[config.mk]
export PLATFORM = sky130hd
export DESIGN_NAME = michael_mic_digest_core_flat
export DESIGN_NICKNAME = d
export VERILOG_FILES = /design/src/rtl/mmd_pkg.sv /design/src/rtl/mmd_msg_if.sv /design/src/rtl/mmd_cfg_if.sv /design/src/rtl/mmd_mic_if.sv /design/src/rtl/mmd_front.sv /design/src/rtl/mmd_fifo.sv /design/src/rtl/mmd_back.sv /design/src/rtl/michael_mic_digest_core.sv /design/src/flat_wrapper.sv
export SDC_FILE = /design/constraint.sdc
export NUM_CORES = 1
export LEC_CHECK = 0
export ABC_AREA = 1
export ABC_CLOCK_PERIOD_IN_PS = 4050
export BUFFER_PORTS_ARGS = -buffer_cell sky130_fd_sc_hd__buf_2
export CAP_MARGIN = 25
export CORE_MARGIN = 2
export CORE_UTILIZATION = 50
export DETAILED_ROUTE_END_ITERATION = 8
export GPL_TIMING_DRIVEN = 0
export PLACE_DENSITY_LB_ADDON = 0.25
export SLEW_MARGIN = 25
export SYNTH_ARGS = -nofsm -noshare
export SYNTH_HDL_FRONTEND = slang
export SYNTH_SLANG_ARGS = --single-unit
[constraint.sdc]
create_clock -name clk -period 4.05 [get_ports clk]
set_input_delay 0 -clock clk [delete_from_list [all_inputs] [get_ports clk]]
set_output_delay 0 -clock clk [all_outputs]
set_load 0.02 [all_outputs]
[src/rtl/mmd_pkg.sv]
// Package for the Michael MIC digest core: shared types, codes and the
// round function of the Michael block. No dependencies.
package mmd_pkg;

    // Input item operation codes
    localparam logic OP_ABSORB = 1'b0;
    localparam logic OP_FINISH = 1'b1;

    // Configuration register indexes
    localparam int unsigned CFG_INDEX_W  = 2;
    localparam logic [CFG_INDEX_W-1:0] REG_KEY_LOW  = 2'd0;
    localparam logic [CFG_INDEX_W-1:0] REG_KEY_HIGH = 2'd1;

    // Padding byte appended at the end of every message
    localparam logic [7:0] MIC_PAD_BYTE = 8'h5a;

    // Word handed from the front part to the back part
    typedef struct packed {
        logic [31:0] word;
        logic        fin;
    } mmd_word_t;

    // Key register write as seen by the back part
    typedef struct packed {
        logic                   we;
        logic [CFG_INDEX_W-1:0] index;
        logic [31:0]            data;
    } mmd_key_wr_t;

    // Back part sequencer states
    typedef enum logic [1:0] {
        ST_IDLE,
        ST_BLOCK1,
        ST_BLOCK2,
        ST_EMIT
    } mmd_state_t;

    // One round of the Michael block function: mix the left half into the
    // right half, then add the right half back into the left half.
    function automatic logic [63:0] mmd_round(
        input logic [31:0] l,
        input logic [31:0] r,
        input logic [1:0]  idx
    );
        logic [31:0] mix;
        logic [31:0] r_new;
        case (idx)
            2'd0:    mix = {l[14:0], l[31:15]};
            2'd1:    mix = {l[23:16], l[31:24], l[7:0], l[15:8]};
            2'd2:    mix = {l[28:0], l[31:29]};
            default: mix = {l[1:0], l[31:2]};
        endcase
        r_new = r ^ mix;
        return {l + r_new, r_new};
    endfunction

endpackage

[src/rtl/mmd_msg_if.sv]
// Message byte channel: valid/ready handshake carrying op and data_byte.
// Depends on nothing.
interface mmd_msg_if;
    logic       valid;
    logic       ready;
    logic       op;
    logic [7:0] data_byte;

    modport source (output valid, output op, output data_byte, input ready);
    modport sink   (input valid, input op, input data_byte, output ready);
endinterface

[src/rtl/mmd_cfg_if.sv]
// Configuration write channel: valid/ready handshake with register index
// and write data. Depends on nothing.
interface mmd_cfg_if;
    logic        valid;
    logic        ready;
    logic [1:0]  index;
    logic [31:0] data;

    modport source (output valid, output index, output data, input ready);
    modport sink   (input valid, input index, input data, output ready);
endinterface

[src/rtl/mmd_mic_if.sv]
// MIC result channel: valid/ready handshake carrying the two 32-bit halves.
// Depends on nothing.
interface mmd_mic_if;
    logic        valid;
    logic        ready;
    logic [31:0] mic_low_word;
    logic [31:0] mic_high_word;

    modport source (output valid, output mic_low_word, output mic_high_word, input ready);
    modport sink   (input valid, input mic_low_word, input mic_high_word, output ready);
endinterface

[src/rtl/mmd_front.sv]
// Front part: accepts message items, packs bytes little-endian into words
// and pads the final word. Depends on mmd_pkg and mmd_msg_if.
module mmd_front
    import mmd_pkg::*;
(
    input  logic       clk,
    input  logic       rst_n,
    mmd_msg_if.sink    msg,
    input  logic       clear,
    input  logic       q_full,
    output logic       q_push,
    output mmd_word_t  q_data
);

    logic [23:0] partial_word_reg;
    logic [23:0] partial_word_next;
    logic [1:0]  partial_count_reg;
    logic [1:0]  partial_count_next;
    logic        accept;
    logic [4:0]  shift;
    logic [31:0] byte_word;
    logic [31:0] pad_word;

    // Take an item whenever the queue has room
    assign msg.ready = !q_full;
    assign accept    = msg.valid && msg.ready;

    // Place the new byte, or the pad byte, above the pending bytes
    assign shift     = {partial_count_reg, 3'b000};
    assign byte_word = {8'h00, partial_word_reg} | ({24'h0, msg.data_byte} << shift);
    assign pad_word  = {8'h00, partial_word_reg} | ({24'h0, MIC_PAD_BYTE} << shift);

    // Push a full word, or the padded word on finish
    always_comb
    begin
        q_push      = 1'b0;
        q_data.word = byte_word;
        q_data.fin  = 1'b0;
        if (accept)
        begin
            if (msg.op == OP_FINISH)
            begin
                q_push      = 1'b1;
                q_data.word = pad_word;
                q_data.fin  = 1'b1;
            end
            else if (partial_count_reg == 2'd3)
            begin
                q_push = 1'b1;
            end
        end
    end

    // Advance the pending bytes
    always_comb
    begin
        partial_word_next  = partial_word_reg;
        partial_count_next = partial_count_reg;
        if (clear)
        begin
            partial_word_next  = '0;
            partial_count_next = '0;
        end
        else if (accept)
        begin
            if (msg.op == OP_FINISH || partial_count_reg == 2'd3)
            begin
                partial_word_next  = '0;
                partial_count_next = '0;
            end
            else
            begin
                partial_word_next  = byte_word[23:0];
                partial_count_next = partial_count_reg + 2'd1;
            end
        end
    end

    always_ff @(posedge clk or negedge rst_n)
    begin
        if (!rst_n)
        begin
            partial_word_reg  <= '0;
            partial_count_reg <= '0;
        end
        else
        begin
            partial_word_reg  <= partial_word_next;
            partial_count_reg <= partial_count_next;
        end
    end

endmodule

[src/rtl/mmd_fifo.sv]
// Short word queue between the front and back parts.
// Depends on mmd_pkg.
module mmd_fifo
    import mmd_pkg::*;
#(
    parameter int DEPTH = 4
)
(
    input  logic      clk,
    input  logic      rst_n,
    input  logic      push,
    input  mmd_word_t push_data,
    output logic      full,
    input  logic      pop,
    output logic      pop_valid,
    output mmd_word_t pop_data
);

    localparam int AW = (DEPTH > 1) ? $clog2(DEPTH) : 1;
    localparam int CW = $clog2(DEPTH + 1);
    localparam logic [AW-1:0] LAST = AW'(DEPTH - 1);
    localparam logic [CW-1:0] FULL_COUNT = CW'(DEPTH);

    mmd_word_t     entry_reg [DEPTH];
    logic [AW-1:0] wr_ptr_reg;
    logic [AW-1:0] wr_ptr_next;
    logic [AW-1:0] rd_ptr_reg;
    logic [AW-1:0] rd_ptr_next;
    logic [CW-1:0] count_reg;
    logic [CW-1:0] count_next;
    logic          do_push;
    logic          do_pop;

    assign full      = (count_reg == FULL_COUNT);
    assign pop_valid = (count_reg != '0);
    assign pop_data  = entry_reg[rd_ptr_reg];
    assign do_push   = push && !full;
    assign do_pop    = pop && pop_valid;

    // Advance pointers with wrap at the queue depth
    always_comb
    begin
        wr_ptr_next = wr_ptr_reg;
        rd_ptr_next = rd_ptr_reg;
        count_next  = count_reg;
        if (do_push)
        begin
            wr_ptr_next = (wr_ptr_reg == LAST) ? '0 : wr_ptr_reg + AW'(1);
        end
        if (do_pop)
        begin
            rd_ptr_next = (rd_ptr_reg == LAST) ? '0 : rd_ptr_reg + AW'(1);
        end
        if (do_push && !do_pop)
        begin
            count_next = count_reg + CW'(1);
        end
        else if (do_pop && !do_push)
        begin
            count_next = count_reg - CW'(1);
        end
    end

    always_ff @(posedge clk or negedge rst_n)
    begin
        if (!rst_n)
        begin
            wr_ptr_reg <= '0;
            rd_ptr_reg <= '0;
            count_reg  <= '0;
        end
        else
        begin
            wr_ptr_reg <= wr_ptr_next;
            rd_ptr_reg <= rd_ptr_next;
            count_reg  <= count_next;
        end
    end

    // Store pushed words
    always_ff @(posedge clk)
    begin
        if (do_push)
        begin
            entry_reg[wr_ptr_reg] <= push_data;
        end
    end

endmodule

[src/rtl/mmd_back.sv]
// Back part: holds the key and the two state halves, runs the Michael block
// one round per cycle and drives the MIC output register.
// Depends on mmd_pkg and mmd_mic_if.
module mmd_back
    import mmd_pkg::*;
(
    input  logic        clk,
    input  logic        rst_n,
    input  mmd_key_wr_t key_wr,
    input  logic        q_valid,
    input  mmd_word_t   q_data,
    output logic        q_pop,
    mmd_mic_if.source   mic
);

    mmd_state_t  state_reg;
    mmd_state_t  state_next;
    logic [1:0]  round_reg;
    logic [1:0]  round_next;
    logic        fin_reg;
    logic        fin_next;
    logic [31:0] key_low_reg;
    logic [31:0] key_low_next;
    logic [31:0] key_high_reg;
    logic [31:0] key_high_next;
    logic [31:0] left_reg;
    logic [31:0] left_next;
    logic [31:0] right_reg;
    logic [31:0] right_next;
    logic        mic_valid_reg;
    logic        mic_valid_next;
    logic [31:0] mic_low_reg;
    logic [31:0] mic_high_reg;

    logic        run;
    logic        emit;
    logic        reload;
    logic        block_end;
    logic        out_free;
    logic        key_hit;
    logic [63:0] rnd;
    logic [31:0] run_l;
    logic [31:0] run_r;
    logic [31:0] base_l;
    logic [31:0] base_r;

    assign block_end = (round_reg == 2'd3);
    assign out_free  = !mic_valid_reg || mic.ready;

    // Next state
    always_comb
    begin
        state_next = state_reg;
        unique case (state_reg)
            ST_IDLE:
            begin
                if (q_valid)
                begin
                    state_next = ST_BLOCK1;
                end
            end
            ST_BLOCK1:
            begin
                if (block_end)
                begin
                    if (fin_reg)
                    begin
                        state_next = ST_BLOCK2;
                    end
                    else
                    begin
                        state_next = q_valid ? ST_BLOCK1 : ST_IDLE;
                    end
                end
            end
            ST_BLOCK2:
            begin
                if (block_end)
                begin
                    if (out_free)
                    begin
                        state_next = q_valid ? ST_BLOCK1 : ST_IDLE;
                    end
                    else
                    begin
                        state_next = ST_EMIT;
                    end
                end
            end
            ST_EMIT:
            begin
                if (out_free)
                begin
                    state_next = q_valid ? ST_BLOCK1 : ST_IDLE;
                end
            end
            default:
            begin
                state_next = ST_IDLE;
            end
        endcase
    end

    // Sequencer outputs
    always_comb
    begin
        run    = 1'b0;
        emit   = 1'b0;
        reload = 1'b0;
        q_pop  = 1'b0;
        unique case (state_reg)
            ST_IDLE:
            begin
                q_pop = q_valid;
            end
            ST_BLOCK1:
            begin
                run = 1'b1;
                if (block_end && !fin_reg)
                begin
                    q_pop = q_valid;
                end
            end
            ST_BLOCK2:
            begin
                run = 1'b1;
                if (block_end && out_free)
                begin
                    emit   = 1'b1;
                    reload = 1'b1;
                    q_pop  = q_valid;
                end
            end
            ST_EMIT:
            begin
                if (out_free)
                begin
                    emit   = 1'b1;
                    reload = 1'b1;
                    q_pop  = q_valid;
                end
            end
            default:
            begin
                run = 1'b0;
            end
        endcase
    end

    // One round of the block function on the current halves
    assign rnd   = mmd_round(left_reg, right_reg, round_reg);
    assign run_l = run ? rnd[63:32] : left_reg;
    assign run_r = run ? rnd[31:0]  : right_reg;

    // Reload from the key after a MIC leaves, else keep the round result
    assign base_l = reload ? key_low_reg  : run_l;
    assign base_r = reload ? key_high_reg : run_r;

    assign key_hit = key_wr.we &&
                     (key_wr.index == REG_KEY_LOW || key_wr.index == REG_KEY_HIGH);

    // Key registers and state halves; a key write reloads both halves from the key
    always_comb
    begin
        key_low_next  = key_low_reg;
        key_high_next = key_high_reg;
        left_next     = base_l ^ (q_pop ? q_data.word : 32'h0);
        right_next    = base_r;
        if (key_hit)
        begin
            if (key_wr.index == REG_KEY_LOW)
            begin
                key_low_next = key_wr.data;
            end
            else
            begin
                key_high_next = key_wr.data;
            end
            left_next  = key_low_next;
            right_next = key_high_next;
        end
    end

    assign round_next     = run ? round_reg + 2'd1 : round_reg;
    assign fin_next       = q_pop ? q_data.fin : fin_reg;
    assign mic_valid_next = emit ? 1'b1 : (mic.ready ? 1'b0 : mic_valid_reg);

    always_ff @(posedge clk or negedge rst_n)
    begin
        if (!rst_n)
        begin
            state_reg     <= ST_IDLE;
            round_reg     <= '0;
            fin_reg       <= 1'b0;
            key_low_reg   <= '0;
            key_high_reg  <= '0;
            left_reg      <= '0;
            right_reg     <= '0;
            mic_valid_reg <= 1'b0;
        end
        else
        begin
            state_reg     <= state_next;
            round_reg     <= round_next;
            fin_reg       <= fin_next;
            key_low_reg   <= key_low_next;
            key_high_reg  <= key_high_next;
            left_reg      <= left_next;
            right_reg     <= right_next;
            mic_valid_reg <= mic_valid_next;
        end
    end

    // Capture the finished halves into the output register
    always_ff @(posedge clk)
    begin
        if (emit)
        begin
            mic_low_reg  <= run_l;
            mic_high_reg <= run_r;
        end
    end

    assign mic.valid         = mic_valid_reg;
    assign mic.mic_low_word  = mic_low_reg;
    assign mic.mic_high_word = mic_high_reg;

endmodule

[src/rtl/michael_mic_digest_core.sv]
// Top level of the Michael MIC digest core: front packer, word queue and
// block engine. Depends on mmd_pkg, the channel interfaces and the submodules.
//
// Computes the Michael keyed MIC (TKIP) over a byte stream. Each msg item is
// a message byte (op 0) or a finish command (op 1); a finish returns one
// result with the 64-bit MIC and restarts the message from the key. The front
// part takes one item per cycle while the queue has room and packs bytes into
// 32-bit words; the back part runs the block function one round per cycle
// through a single 32-bit adder, and a byte stream is sustained at one byte
// per cycle until the queue fills. A finish runs two blocks in the engine and
// then goes into the output register, which holds the MIC until it is taken
// while the front keeps accepting bytes into a QUEUE_DEPTH-word queue.
// Key writes (index 0 low word, 1 high word, others ignored) are taken at
// once and reload the state; write them only while no message is in flight.
module michael_mic_digest_core
    import mmd_pkg::*;
#(
    parameter int QUEUE_DEPTH = 4
)
(
    input  logic      clk,
    input  logic      rst_n,
    mmd_msg_if.sink   msg,
    mmd_cfg_if.sink   cfg,
    mmd_mic_if.source mic
);

    mmd_key_wr_t key_wr;
    mmd_word_t   push_data;
    mmd_word_t   pop_data;
    logic        push;
    logic        full;
    logic        pop;
    logic        pop_valid;
    logic        key_clear;

    // Take key writes every cycle
    assign cfg.ready    = 1'b1;
    assign key_wr.we    = cfg.valid;
    assign key_wr.index = cfg.index;
    assign key_wr.data  = cfg.data;

    // Drop pending bytes only on a write to a key register
    assign key_clear = cfg.valid &&
                       (cfg.index == REG_KEY_LOW || cfg.index == REG_KEY_HIGH);

    mmd_front u_front (
        .clk    (clk),
        .rst_n  (rst_n),
        .msg    (msg),
        .clear  (key_clear),
        .q_full (full),
        .q_push (push),
        .q_data (push_data)
    );

    mmd_fifo #(
        .DEPTH (QUEUE_DEPTH)
    ) u_fifo (
        .clk       (clk),
        .rst_n     (rst_n),
        .push      (push),
        .push_data (push_data),
        .full      (full),
        .pop       (pop),
        .pop_valid (pop_valid),
        .pop_data  (pop_data)
    );

    mmd_back u_back (
        .clk     (clk),
        .rst_n   (rst_n),
        .key_wr  (key_wr),
        .q_valid (pop_valid),
        .q_data  (pop_data),
        .q_pop   (pop),
        .mic     (mic)
    );

endmodule
[src/flat_wrapper.sv]
// flat-port wrapper written by rule: the top's interface ports become plain ports
module michael_mic_digest_core_flat import mmd_pkg::*;
#(
    parameter int QUEUE_DEPTH = 4
)
  (clk, rst_n, msg_valid, msg_op, msg_data_byte, msg_ready, cfg_valid, cfg_index, cfg_data, cfg_ready, mic_valid, mic_mic_low_word, mic_mic_high_word, mic_ready);
  mmd_msg_if msg_i ();
  mmd_cfg_if cfg_i ();
  mmd_mic_if mic_i ();
  input  logic clk;
  input  logic rst_n;
  input wire logic [$bits(msg_i.valid)-1:0] msg_valid;
  input wire logic [$bits(msg_i.op)-1:0] msg_op;
  input wire logic [$bits(msg_i.data_byte)-1:0] msg_data_byte;
  output wire logic [$bits(msg_i.ready)-1:0] msg_ready;
  input wire logic [$bits(cfg_i.valid)-1:0] cfg_valid;
  input wire logic [$bits(cfg_i.index)-1:0] cfg_index;
  input wire logic [$bits(cfg_i.data)-1:0] cfg_data;
  output wire logic [$bits(cfg_i.ready)-1:0] cfg_ready;
  output wire logic [$bits(mic_i.valid)-1:0] mic_valid;
  output wire logic [$bits(mic_i.mic_low_word)-1:0] mic_mic_low_word;
  output wire logic [$bits(mic_i.mic_high_word)-1:0] mic_mic_high_word;
  input wire logic [$bits(mic_i.ready)-1:0] mic_ready;
  assign msg_i.valid = msg_valid;
  assign msg_i.op = msg_op;
  assign msg_i.data_byte = msg_data_byte;
  assign msg_ready = msg_i.ready;
  assign cfg_i.valid = cfg_valid;
  assign cfg_i.index = cfg_index;
  assign cfg_i.data = cfg_data;
  assign cfg_ready = cfg_i.ready;
  assign mic_valid = mic_i.valid;
  assign mic_mic_low_word = mic_i.mic_low_word;
  assign mic_mic_high_word = mic_i.mic_high_word;
  assign mic_i.ready = mic_ready;
  michael_mic_digest_core #(.QUEUE_DEPTH(QUEUE_DEPTH)) u_core (.clk(clk), .rst_n(rst_n), .msg(msg_i), .cfg(cfg_i), .mic(mic_i));
endmodule
==> flow_metrics.env, run 1 <==
export IMPL_core_um2=39700
export IMPL_synthCells=2440
export IMPL_yosysMostFrequentCell="nand2_1"
export IMPL_cts_clk_slew_worst_paths_ps=60
export IMPL_post_route_period_util_pct=93.5
export IMPL_design_area_um2=23400
export IMPL_clk_latency_ps=580
export IMPL_arrival_ps=4230
export IMPL_largest_reg_flops=132
export IMPL_io_pins=115
export IMPL_timing_rr_start="u_core.u_back.round_reg[0]"
export IMPL_drtAntennaViolNets=0
export IMPL_whs_path_depth=7
export IMPL_fmax_ghz=0.264
export IMPL_synth_seq_cells=363
export IMPL_start_util_pct=50.8
export IMPL_cts_buffers=40
export IMPL_grt_first_pass_wirelength_um=99000
export IMPL_cp_required_ps=4490
export IMPL_route_met3_wl_um=3720
export IMPL_synth_cell_types=48
export IMPL_grt_max_degree=73
export IMPL_reg2regPathDepth=23
export IMPL_yosysWarnings=0
export IMPL_htree_levels=2
export IMPL_crit_start="u_core.u_back.round_reg[0]"
export IMPL_clock_root_buffer="clkbuf_16"
export IMPL_rsz0062_at_grt="false"
export IMPL_seq_area_frac_synth_pct=49.9
export IMPL_critical_path_class="register to register"
export IMPL_fin_nets=2755
export IMPL_io_buffers=113
export IMPL_dr_wl_met2_um=31500
export IMPL_rows=73
export IMPL_async_reset_ff_share_pct=46.0
export IMPL_setup_viol=0
export IMPL_synth_net_count=2543
export IMPL_routed_wl_um=64700
export IMPL_worstPathMaxFanout=10
export IMPL_run_status="completed"
export IMPL_startpoint_type="register"
export IMPL_die_h_um=205
export IMPL_numClockSinks=363
export IMPL_gp_congestion=0.969
export IMPL_hold_violations=0
export IMPL_worst_setup_path_end_kind="register"
export IMPL_drt_pass1_iterations=6
export IMPL_synth_top_area_cell="edfxtp_1"
export IMPL_synth_edf_count=196
export IMPL_dieArea_um2=42000
export IMPL_min_period_ps=3790
export IMPL_holdCritPathClass="input pin to register"
export IMPL_min_from="cfg_valid"
export IMPL_finClkSkew_ps=26.5
export IMPL_wire_per_inst_um=20.2
export IMPL_vias=17700
export IMPL_drive_gt1_share_pct=12.4
export IMPL_dpl_hpwl_um=49800
export IMPL_max_slew_margin_rel_pct=44.5
export IMPL_synthFlopType="edfxtp_1"
export IMPL_highest_layer="met4"
export IMPL_cts_tree="built"
export IMPL_path_cells="ha_1, buf_6, buf_6, a21oi_1, o221ai_1, o21ai_1, xor2_1, ha_2, inv_1, fa_2, inv_2, nand3_1, nand2_4, nand2_2, nand2_2, nand2_1, nand2_2, xor2_1, nand2_1, nand3_1, nand3b_1, nand3_1, nand2_1"
export IMPL_slowest_stage="dfrtp_2"
export IMPL_track_usage_pct=31.4
export IMPL_synth_common_cells="597 x nand2_1, 325 x inv_1, 287 x o21ai_0"
export IMPL_finalMaxSlewViolations=0
export IMPL_tightest_slew_ps=832
export IMPL_postSynthAreaPerCell_um2=8.27
export IMPL_via_per_inst=5.52
export IMPL_placed_area_um2=21600
export IMPL_cts_buffer_depth=3
export IMPL_syn_area_um2=20200
export IMPL_insertedDiodeCount=0
export IMPL_antenna_found_initial=0
export IMPL_maxCapViolations=0
export IMPL_fin_util_pct=59.0
export IMPL_grt_pass1_vias=17400
export IMPL_gr_total_overflow=0
export IMPL_critical_path_max_stage_delay_ps=440
export IMPL_drt_iter0_drc=1371
export IMPL_drc=0
export IMPL_post_synth_top_area_fraction_pct=29.2
export IMPL_met1_length_um=26600
export IMPL_die_x_um=205
export IMPL_synthTopCellsByArea="edfxtp_1 29%, dfrtp_1 21%, nand2_1 11%"
export IMPL_num_fill_cells=3536
export IMPL_syn2layout_area_growth_pct=16.1
metal layers:
layer	GRT usage, %	vias up
met5	0	-
met4	14.0	0
met2	53.8	647
met3	3.67	148
li1	-	8464
met1	39.9	8444
layout by cell type, fill, tap and decap left out, types with 5 or more instances in the layout:
master	netlist	final
nor3_1	14	14
clkinv_1	6	12
a21oi_1	75	75
buf_16	0	6
clkinv_2	0	5
clkbuf_1	62	75
dfrtp_1	167	166
buf_1	5	5
dlygate4sd3_1	0	47
nand3b_1	9	9
buf_6	5	5
a21oi_2	20	20
o21ai_2	19	19
edfxtp_1	196	196
nand4_1	5	5
buf_2	34	142
buf_4	8	13
ha_1	53	49
xnor2_1	9	9
nand3_2	14	17
inv_1	325	324
o221ai_1	29	29
clkbuf_16	0	40
nand3_1	107	104
o22ai_1	36	36
nand2_1	597	597
nor2_1	165	161
o21ai_1	95	95
xor2_1	38	38
o21ai_0	287	287
nand2_2	14	14
inv_2	14	15
nor2_4	1	5
layout make-up:
| cell class | count | area, um2 | area share (%) |
|---|---|---|---|
| clock buffers | 55 | 1080 | 4.60 |
| flip-flops and latches | 363 | 10100 | 43.0 |
| multi-input cells | 1617 | 8330 | 35.6 |
| clock inverters | 19 | 175 | 0.748 |
| plain buffers | 114 | 548 | 2.34 |
| well taps | 525 | 657 | 2.80 |
| repair buffers | 170 | 1270 | 5.41 |
| inverters | 346 | 1300 | 5.55 |
cell families (layout without fill, tap and decap cells):
kind of cell               count (synthesis)  in the layout  share of synthesized area, %
DFF                                      363            363                          49.9
buffers and inverters                    460            704                          9.12
muxes                                      1              1                        0.0558
AOI/OAI and AO/OA                        569            569                          15.8
xor gates and xnor gates                  49             49                          2.20
adders and majority gates                 55             55                          3.49
and+or+nand+nor                          942            942                          19.4
other                                      1              1                        0.0186
per-stage QoR:
stage	setup WS [ps]	TNS, ps	instances	hold WS [ps]
final	261	0	3209	181
after global routing	48.0	0	3209	217
after CTS	2.14	0	3207	141
after detailed placement	17.1	0	3085	-110
after global placement	-1.79	-12.8	3078	338
after floorplan	847	0	2440	-296
worst max-delay path, delay by kind of cell (launching register included):
kind	cells	cell delay, ps
xor+xnor	2	370
buf+inv	4	470
fa+ha+maj	3	800
compound gates	3	370
flops	1	440
simple gates	11	1160
path summary, 6_finish.rpt:
kind / end / slack, ps
max in group asynchronous: u_core.u_back.right_reg[5] / 2810
max: u_core.u_back.left_reg[16] / 260
min reg2reg: u_core.u_front.partial_word_reg[16] / 520
min in group asynchronous: u_core.u_front.partial_count_reg[0] / 490
min: u_core.u_front.partial_word_reg[7] / 180
max reg2reg: u_core.u_back.left_reg[16] / 260
repair_timing:
action | in CTS | in global routing
hold buffers | 48 | 0
endpoints found under the hold margin | 285 | 0
setup endpoints to repair | 0 | 13
buffers inserted | 0 | 2
resized for setup | 0 | 16
Power of run 1 is not shown: default switching activity piles up to over one toggle a cycle in this logic, so the estimate is an artifact.
==> run 2: changes to the inputs <==
ABC_CLOCK_PERIOD_IN_PS = 3750   (was 4050)
GPL_ROUTABILITY_DRIVEN = 1   (was unset)
clock period = 3.75 ns   (was 4.05 ns; I/O delays follow)
==> run 2 against run 1 <==
- utilization grew 0.63 points
- cell area grew 1.1%
- hold slack better by 7.0 ps
==> flow_metrics.env, run 2 (synthesized netlist as in run 1, its figures left out) <==
export IMPL_hold_violations=0
export IMPL_drc=0
export IMPL_syn2layout_area_growth_pct=17.4
export IMPL_wire_per_inst_um=20.2
export IMPL_gp_congestion=0.969
export IMPL_rsz0062_at_grt="true"
export IMPL_maxCapViolations=0
export IMPL_fmax_ghz=0.277
export IMPL_clk_latency_ps=570
export IMPL_grt_max_degree=73
export IMPL_fin_util_pct=59.6
export IMPL_drt_iter0_drc=1440
export IMPL_cts_buffers=40
export IMPL_die_h_um=205
export IMPL_final_common_cell="nand2_1"
export IMPL_crit_buf_inv=6
export IMPL_drtAntennaViolNets=0
export IMPL_min_period_ps=3610
export IMPL_max_slew_margin_rel_pct=43.2
export IMPL_tightest_slew_ps=852
export IMPL_dpl_hpwl_um=49800
export IMPL_rows=73
export IMPL_grt_first_pass_wirelength_um=99200
export IMPL_setup_viol=0
export IMPL_antenna_found_initial=0
export IMPL_insertedDiodeCount=0
export IMPL_worst_setup_path_end_kind="register"
export IMPL_largest_reg_flops=132
export IMPL_cts_tree="built"
export IMPL_htree_levels=2
export IMPL_routed_wl_um=65000
export IMPL_drt_pass1_iterations=7
export IMPL_slowest_stage="dfrtp_1"
export IMPL_fin_nets=2762
export IMPL_dieArea_um2=42000
export IMPL_finClkSkew_ps=22.6
export IMPL_cp_required_ps=4190
export IMPL_run_status="completed"
export IMPL_io_buffers=113
export IMPL_clock_root_buffer="clkbuf_16"
export IMPL_cp_top_family="simple AND/OR/NAND/NOR gates"
export IMPL_critical_path_class="register to register"
export IMPL_gr_total_overflow=0
export IMPL_track_usage_pct=31.4
export IMPL_mostFrequentLayoutCells="594 x nand2_1, 322 x inv_1, 287 x o21ai_0"
export IMPL_numClockSinks=363
export IMPL_vias=17800
export IMPL_worstPathMaxFanout=10
export IMPL_die_x_um=205
export IMPL_arrival_ps=4060
export IMPL_cts_buffer_depth=3
export IMPL_cts_clk_slew_worst_paths_ps=60
export IMPL_startpoint_type="register"
export IMPL_grt_pass1_vias=17400
export IMPL_start_util_pct=50.8
export IMPL_io_pins=115
export IMPL_post_route_period_util_pct=96.3
export IMPL_core_um2=39700
export IMPL_path_cells="inv_2, ha_2, inv_1, buf_4, o221ai_1, o21ai_1, xor2_1, inv_1, fa_2, inv_4, nand3_2, nand2_4, nand2_2, nand2_2, nand2_1, nand2_2, buf_4, xor2_1, nand2_1, nand3_4, nand3b_1, nand3_1, nand2_1"
export IMPL_via_per_inst=5.53
export IMPL_drive_gt1_share_pct=14.1
export IMPL_critical_path_max_stage_delay_ps=430
export IMPL_holdCritPathClass="input pin to register"
export IMPL_finalMaxSlewViolations=0
-- run 2: changes by cell type in the layout (fill, tap and decap cells not counted), moves of 5 or more --
cell	delta
ha_2	+5
buf_4	+8
a21oi_2	+6
o21ai_1	-5
o21ai_2	+5
ha_1	-6
a21oi_1	-6
nand3_1	-9
nand3_2	+7
buf_2	-5
-- run 2: path summary, 6_finish.rpt --
path / from / end / slack [ps] / cells after the start
setup / recovery: u_core.u_back.round_reg[0] / u_core.u_back.left_reg[16] / 140 / 23
hold / removal: cfg_valid / u_core.u_front.partial_word_reg[7] / 190 / 7
setup reg to reg: u_core.u_back.round_reg[0] / u_core.u_back.left_reg[16] / 140 / 23
hold reg to reg: u_core.u_front.partial_word_reg[16] / u_core.u_front.partial_word_reg[16] / 520 / 2
max in group asynchronous: rst_n / u_core.u_back.right_reg[5] / 2510 / 5
min in group asynchronous: rst_n / u_core.u_front.partial_count_reg[0] / 500 / 4
-- run 2: timing repair --
item                                    in CTS  in global routing
endpoints found under the setup margin      15                 24
buffers inserted                             4                  5
cloned                                       0                  0
gates resized for setup                      9                 52
endpoints found under the hold margin      285                  0
hold buffers                                48                  0
pin swaps                                    1                 12
-- run 2: final cells by class --
class,count,area [um2]
Clock inverter,19,175
Timing Repair Buffer,177,1320
Tap cell,525,657
Fill cell,3524,16100
Inverter,346,1300
Multi-Input combinational cell,1617,8520
Buffer,114,561
Sequential cell,363,10100
Clock buffer,55,1080
-- run 2: metal layers --
layer / up-vias / GRT usage, % / routed length, um / part of all wire (%)
met5: - / 0 / 0 / 0
met4: 0 / 14.2 / 3050 / 4.7
met3: 168 / 3.67 / 3870 / 5.9
met2: 635 / 53.8 / 31600 / 49
met1: 8486 / 39.9 / 26500 / 41
li1: 8483 / - / - / -
-- run 2: through the flow --
stage / hold WS, ps / TNS (ps) / area [um2] / cells / worst slack, ps
finish: 188 / 0 / 23700 / 3216 / 138
global route: 217 / -97.9 / 23700 / 3216 / -40.0
CTS: 141 / 0 / 23400 / 3211 / 4.85
detailed placement: -110 / -1860 / 21600 / 3085 / -283
global placement: 338 / -43610 / 21400 / 3078 / -302
floorplan: -296 / 0 / 20200 / 2440 / 547
-- run 2: worst reg2reg max path: cells and delay by family (launching register included) --
kind | cells | cell delay [ps]
XOR/XNOR | 2 | 380
AND/OR/NAND/NOR | 11 | 960
flip-flops | 1 | 430
AO/OA/AOI/OAI | 2 | 400
buffers and inverters | 6 | 680
adder cells (fa/ha/maj) | 2 | 620
Power of run 2 is left out for the same reason.
==> run 3: changes to the inputs <==
ABC_AREA = 0   (was 1)
ABC_CLOCK_PERIOD_IN_PS = unset   (was 3750)
==> run 3 against run 2 <==
- the flow now finishes with violations (negative setup slack)
- first-iteration DRC count grew 8.8%
- hold slack lost 86 ps
- clock skew grew 10 ps
- utilization grew 4.4 points
- critical path type unchanged
- highest routed layer unchanged
==> flow_metrics.env, run 3 <==
export IMPL_final_common_cell="edfxtp_1"
export IMPL_tightest_slew_ps=923
export IMPL_drt_iter0_drc=1567
export IMPL_drt_pass1_iterations=9
export IMPL_gp_congestion=0.948
export IMPL_wire_per_inst_um=24.1
export IMPL_synth_cell_types=75
export IMPL_drive_gt1_share_pct=28.7
export IMPL_cp_required_ps=4200
export IMPL_drc=0
export IMPL_cts_buffers=39
export IMPL_synth_adder_area_share_pct=3.74
export IMPL_clk_latency_ps=580
export IMPL_max_slew_margin_rel_pct=38.5
export IMPL_hold_violations=0
export IMPL_gr_total_overflow=0
export IMPL_grt_first_pass_wirelength_um=86900
export IMPL_synthTopCellsByArea="edfxtp_1 31%, dfrtp_1 22%, mux2_2 4.2%"
export IMPL_io_buffers=112
export IMPL_worst_setup_path_end_kind="register"
export IMPL_start_util_pct=50.3
export IMPL_synth_net_count=1703
export IMPL_yosys_mux_area_fraction_pct=11.8
export IMPL_grt_pass1_vias=14300
export IMPL_rsz0062_at_grt="true"
export IMPL_dpl_hpwl_um=41500
export IMPL_hold_slack_ps=102
export IMPL_fmax_ghz=0.233
export IMPL_arrival_ps=4740
export IMPL_synth_simple_area_share_pct=9.60
export IMPL_startpoint_type="register"
export IMPL_synth_edf_count=196
export IMPL_vias=14500
export IMPL_drtAntennaViolNets=0
export IMPL_track_usage_pct=29.9
export IMPL_synthFlopType="edfxtp_1"
export IMPL_grt_max_degree=75
export IMPL_min_period_ps=4290
export IMPL_synth_seq_cells=363
export IMPL_cts_tree="built"
export IMPL_synth_common_cells="196 x edfxtp_1, 167 x dfrtp_1, 167 x nor2_1"
export IMPL_synth_top_area_cell="edfxtp_1"
export IMPL_holdCritPathClass="input pin to register"
export IMPL_yosysMostFrequentCell="edfxtp_1"
export IMPL_via_per_inst=6.00
export IMPL_cts_clk_slew_worst_paths_ps=60
export IMPL_run_status="finished with violations"
export IMPL_yosysWarnings=0
export IMPL_post_synth_top_area_fraction_pct=31.3
export IMPL_critical_path_class="register to register"
export IMPL_async_reset_ff_share_pct=46.0
export IMPL_largest_reg_flops=132
export IMPL_violations="negative setup slack"
export IMPL_tns_ps=-16950
export IMPL_syn2layout_area_growth_pct=27.1
export IMPL_setup_viol=51
export IMPL_numClockSinks=363
export IMPL_finClkSkew_ps=32.6
export IMPL_synth_top_family_by_area="compound AO/OA/AOI/OAI gates"
export IMPL_seq_area_frac_synth_pct=53.5
export IMPL_post_route_period_util_pct=114
export IMPL_die_h_um=198
export IMPL_worstPathMaxFanout=8
export IMPL_cts_buffer_depth=3
export IMPL_whs_path_depth=4
export IMPL_synth_compound_area_share_pct=13.3
export IMPL_antenna_found_initial=1
export IMPL_io_pins=115
export IMPL_reg2regPathDepth=18
export IMPL_syn_area_um2=18800
export IMPL_clock_root_buffer="clkbuf_16"
export IMPL_htree_levels=2
export IMPL_synthCells=1600
export IMPL_maxCapViolations=0
export IMPL_rows=71
export IMPL_fin_nets=1984
export IMPL_synth_xor_area_share_pct=3.96
export IMPL_postSynthAreaPerCell_um2=11.8
export IMPL_routed_wl_um=58400
export IMPL_finalMaxSlewViolations=0
export IMPL_die_x_um=198
export IMPL_timing_final_ws_setup_ps=-542
export IMPL_core_um2=37400
export IMPL_dieArea_um2=39200
export IMPL_mostFrequentLayoutCells="196 x edfxtp_1, 166 x nor2_1, 165 x dfrtp_1"
run 3: cell types whose count changed in the layout (fill, tap and decap cells not counted), moves of 58 or more:
cell and delta:
mux2_2 +66, inv_1 -246, nand3_1 -88, mux2i_1 +58
o21ai_1 -81, o21ai_0 -265, nand2_1 -535
run 3: metrics by stage:
step / cell area, um2 / instances / util, % / setup WS (ps)
floorplan: 18900 / 1600 / - / -93.6
global placement: 20100 / 2223 / 53.7 / -1340
detailed placement: 20300 / 2230 / 54.2 / -1320
CTS: 23300 / 2390 / 62.4 / -452
global route: 23900 / 2423 / 64.0 / -682
finish: 23900 / 2424 / 64.0 / -542
run 3: path summary, 6_finish.rpt:
path | start | end | slack (ps)
worst max-delay path | u_core.u_back.round_reg[0] | u_core.u_back.left_reg[26] | -540
worst min-delay path | cfg_index[0] | u_core.u_back.left_reg[24] | 100
worst min register to register | u_core.u_fifo.count_reg[2] | u_core.u_fifo.count_reg[2] | 500
max in group asynchronous | rst_n | u_core.u_back.right_reg[30] | 2530
worst max register to register | u_core.u_back.round_reg[0] | u_core.u_back.left_reg[26] | -540
min in group asynchronous | rst_n | u_core.u_front.partial_word_reg[10] | 520
run 3: final cells by class:
class                   count  area [um2]
fillers                  2847       13500
flip-flops and latches    363       10100
multi-input cells        1065        9030
repair buffers            245        1930
clock buffers              57        1190
well taps                 511         639
plain buffers              87         554
inverters                  80         305
clock inverters            15         201
diodes                      1        2.50
run 3: logic make-up (layout without fill, tap and decap cells):
logic type	Yosys count	in the layout
buf+inv	172	484
compound gates	368	368
simple gates	384	384
mux	172	172
fa+ha+maj	55	55
other cells	1	2
xor+xnor	85	85
flops	363	363
run 3: per-layer routing:
layer  wire length (um)  part of all wire [%]  global-route usage (%)
met1              23600                    40                    39.4
met2              28000                    48                    49.4
met3               4100                   7.0                    4.72
met4               2750                   4.7                    13.1
met5                  0                     0                       0
run 3: timing repair:
item,in CTS,in global routing
pin swaps,95,64
setup endpoints to repair,54,56
setup buffers,42,36
gates cloned,1,0
gates resized for setup,176,73
hold endpoints to repair,360,0
hold buffers,51,0
run 3: critical path, cell delays in order, from the launching register on:
cell       delay (ps)
dfrtp_2           430
inv_4              70
ha_4              180
buf_8             130
a222oi_1          580
mux2i_1           170
xnor2_1           250
inv_1             120
ha_4              270
and2b_2           230
o2111ai_4         280
a211oi_4          110
buf_6             150
o21ai_4           200
a31oi_4           130
xnor2_2           170
a211oi_2          320
o21ai_0           130
a31o_2            240
Power of run 3 is left out for the same reason.
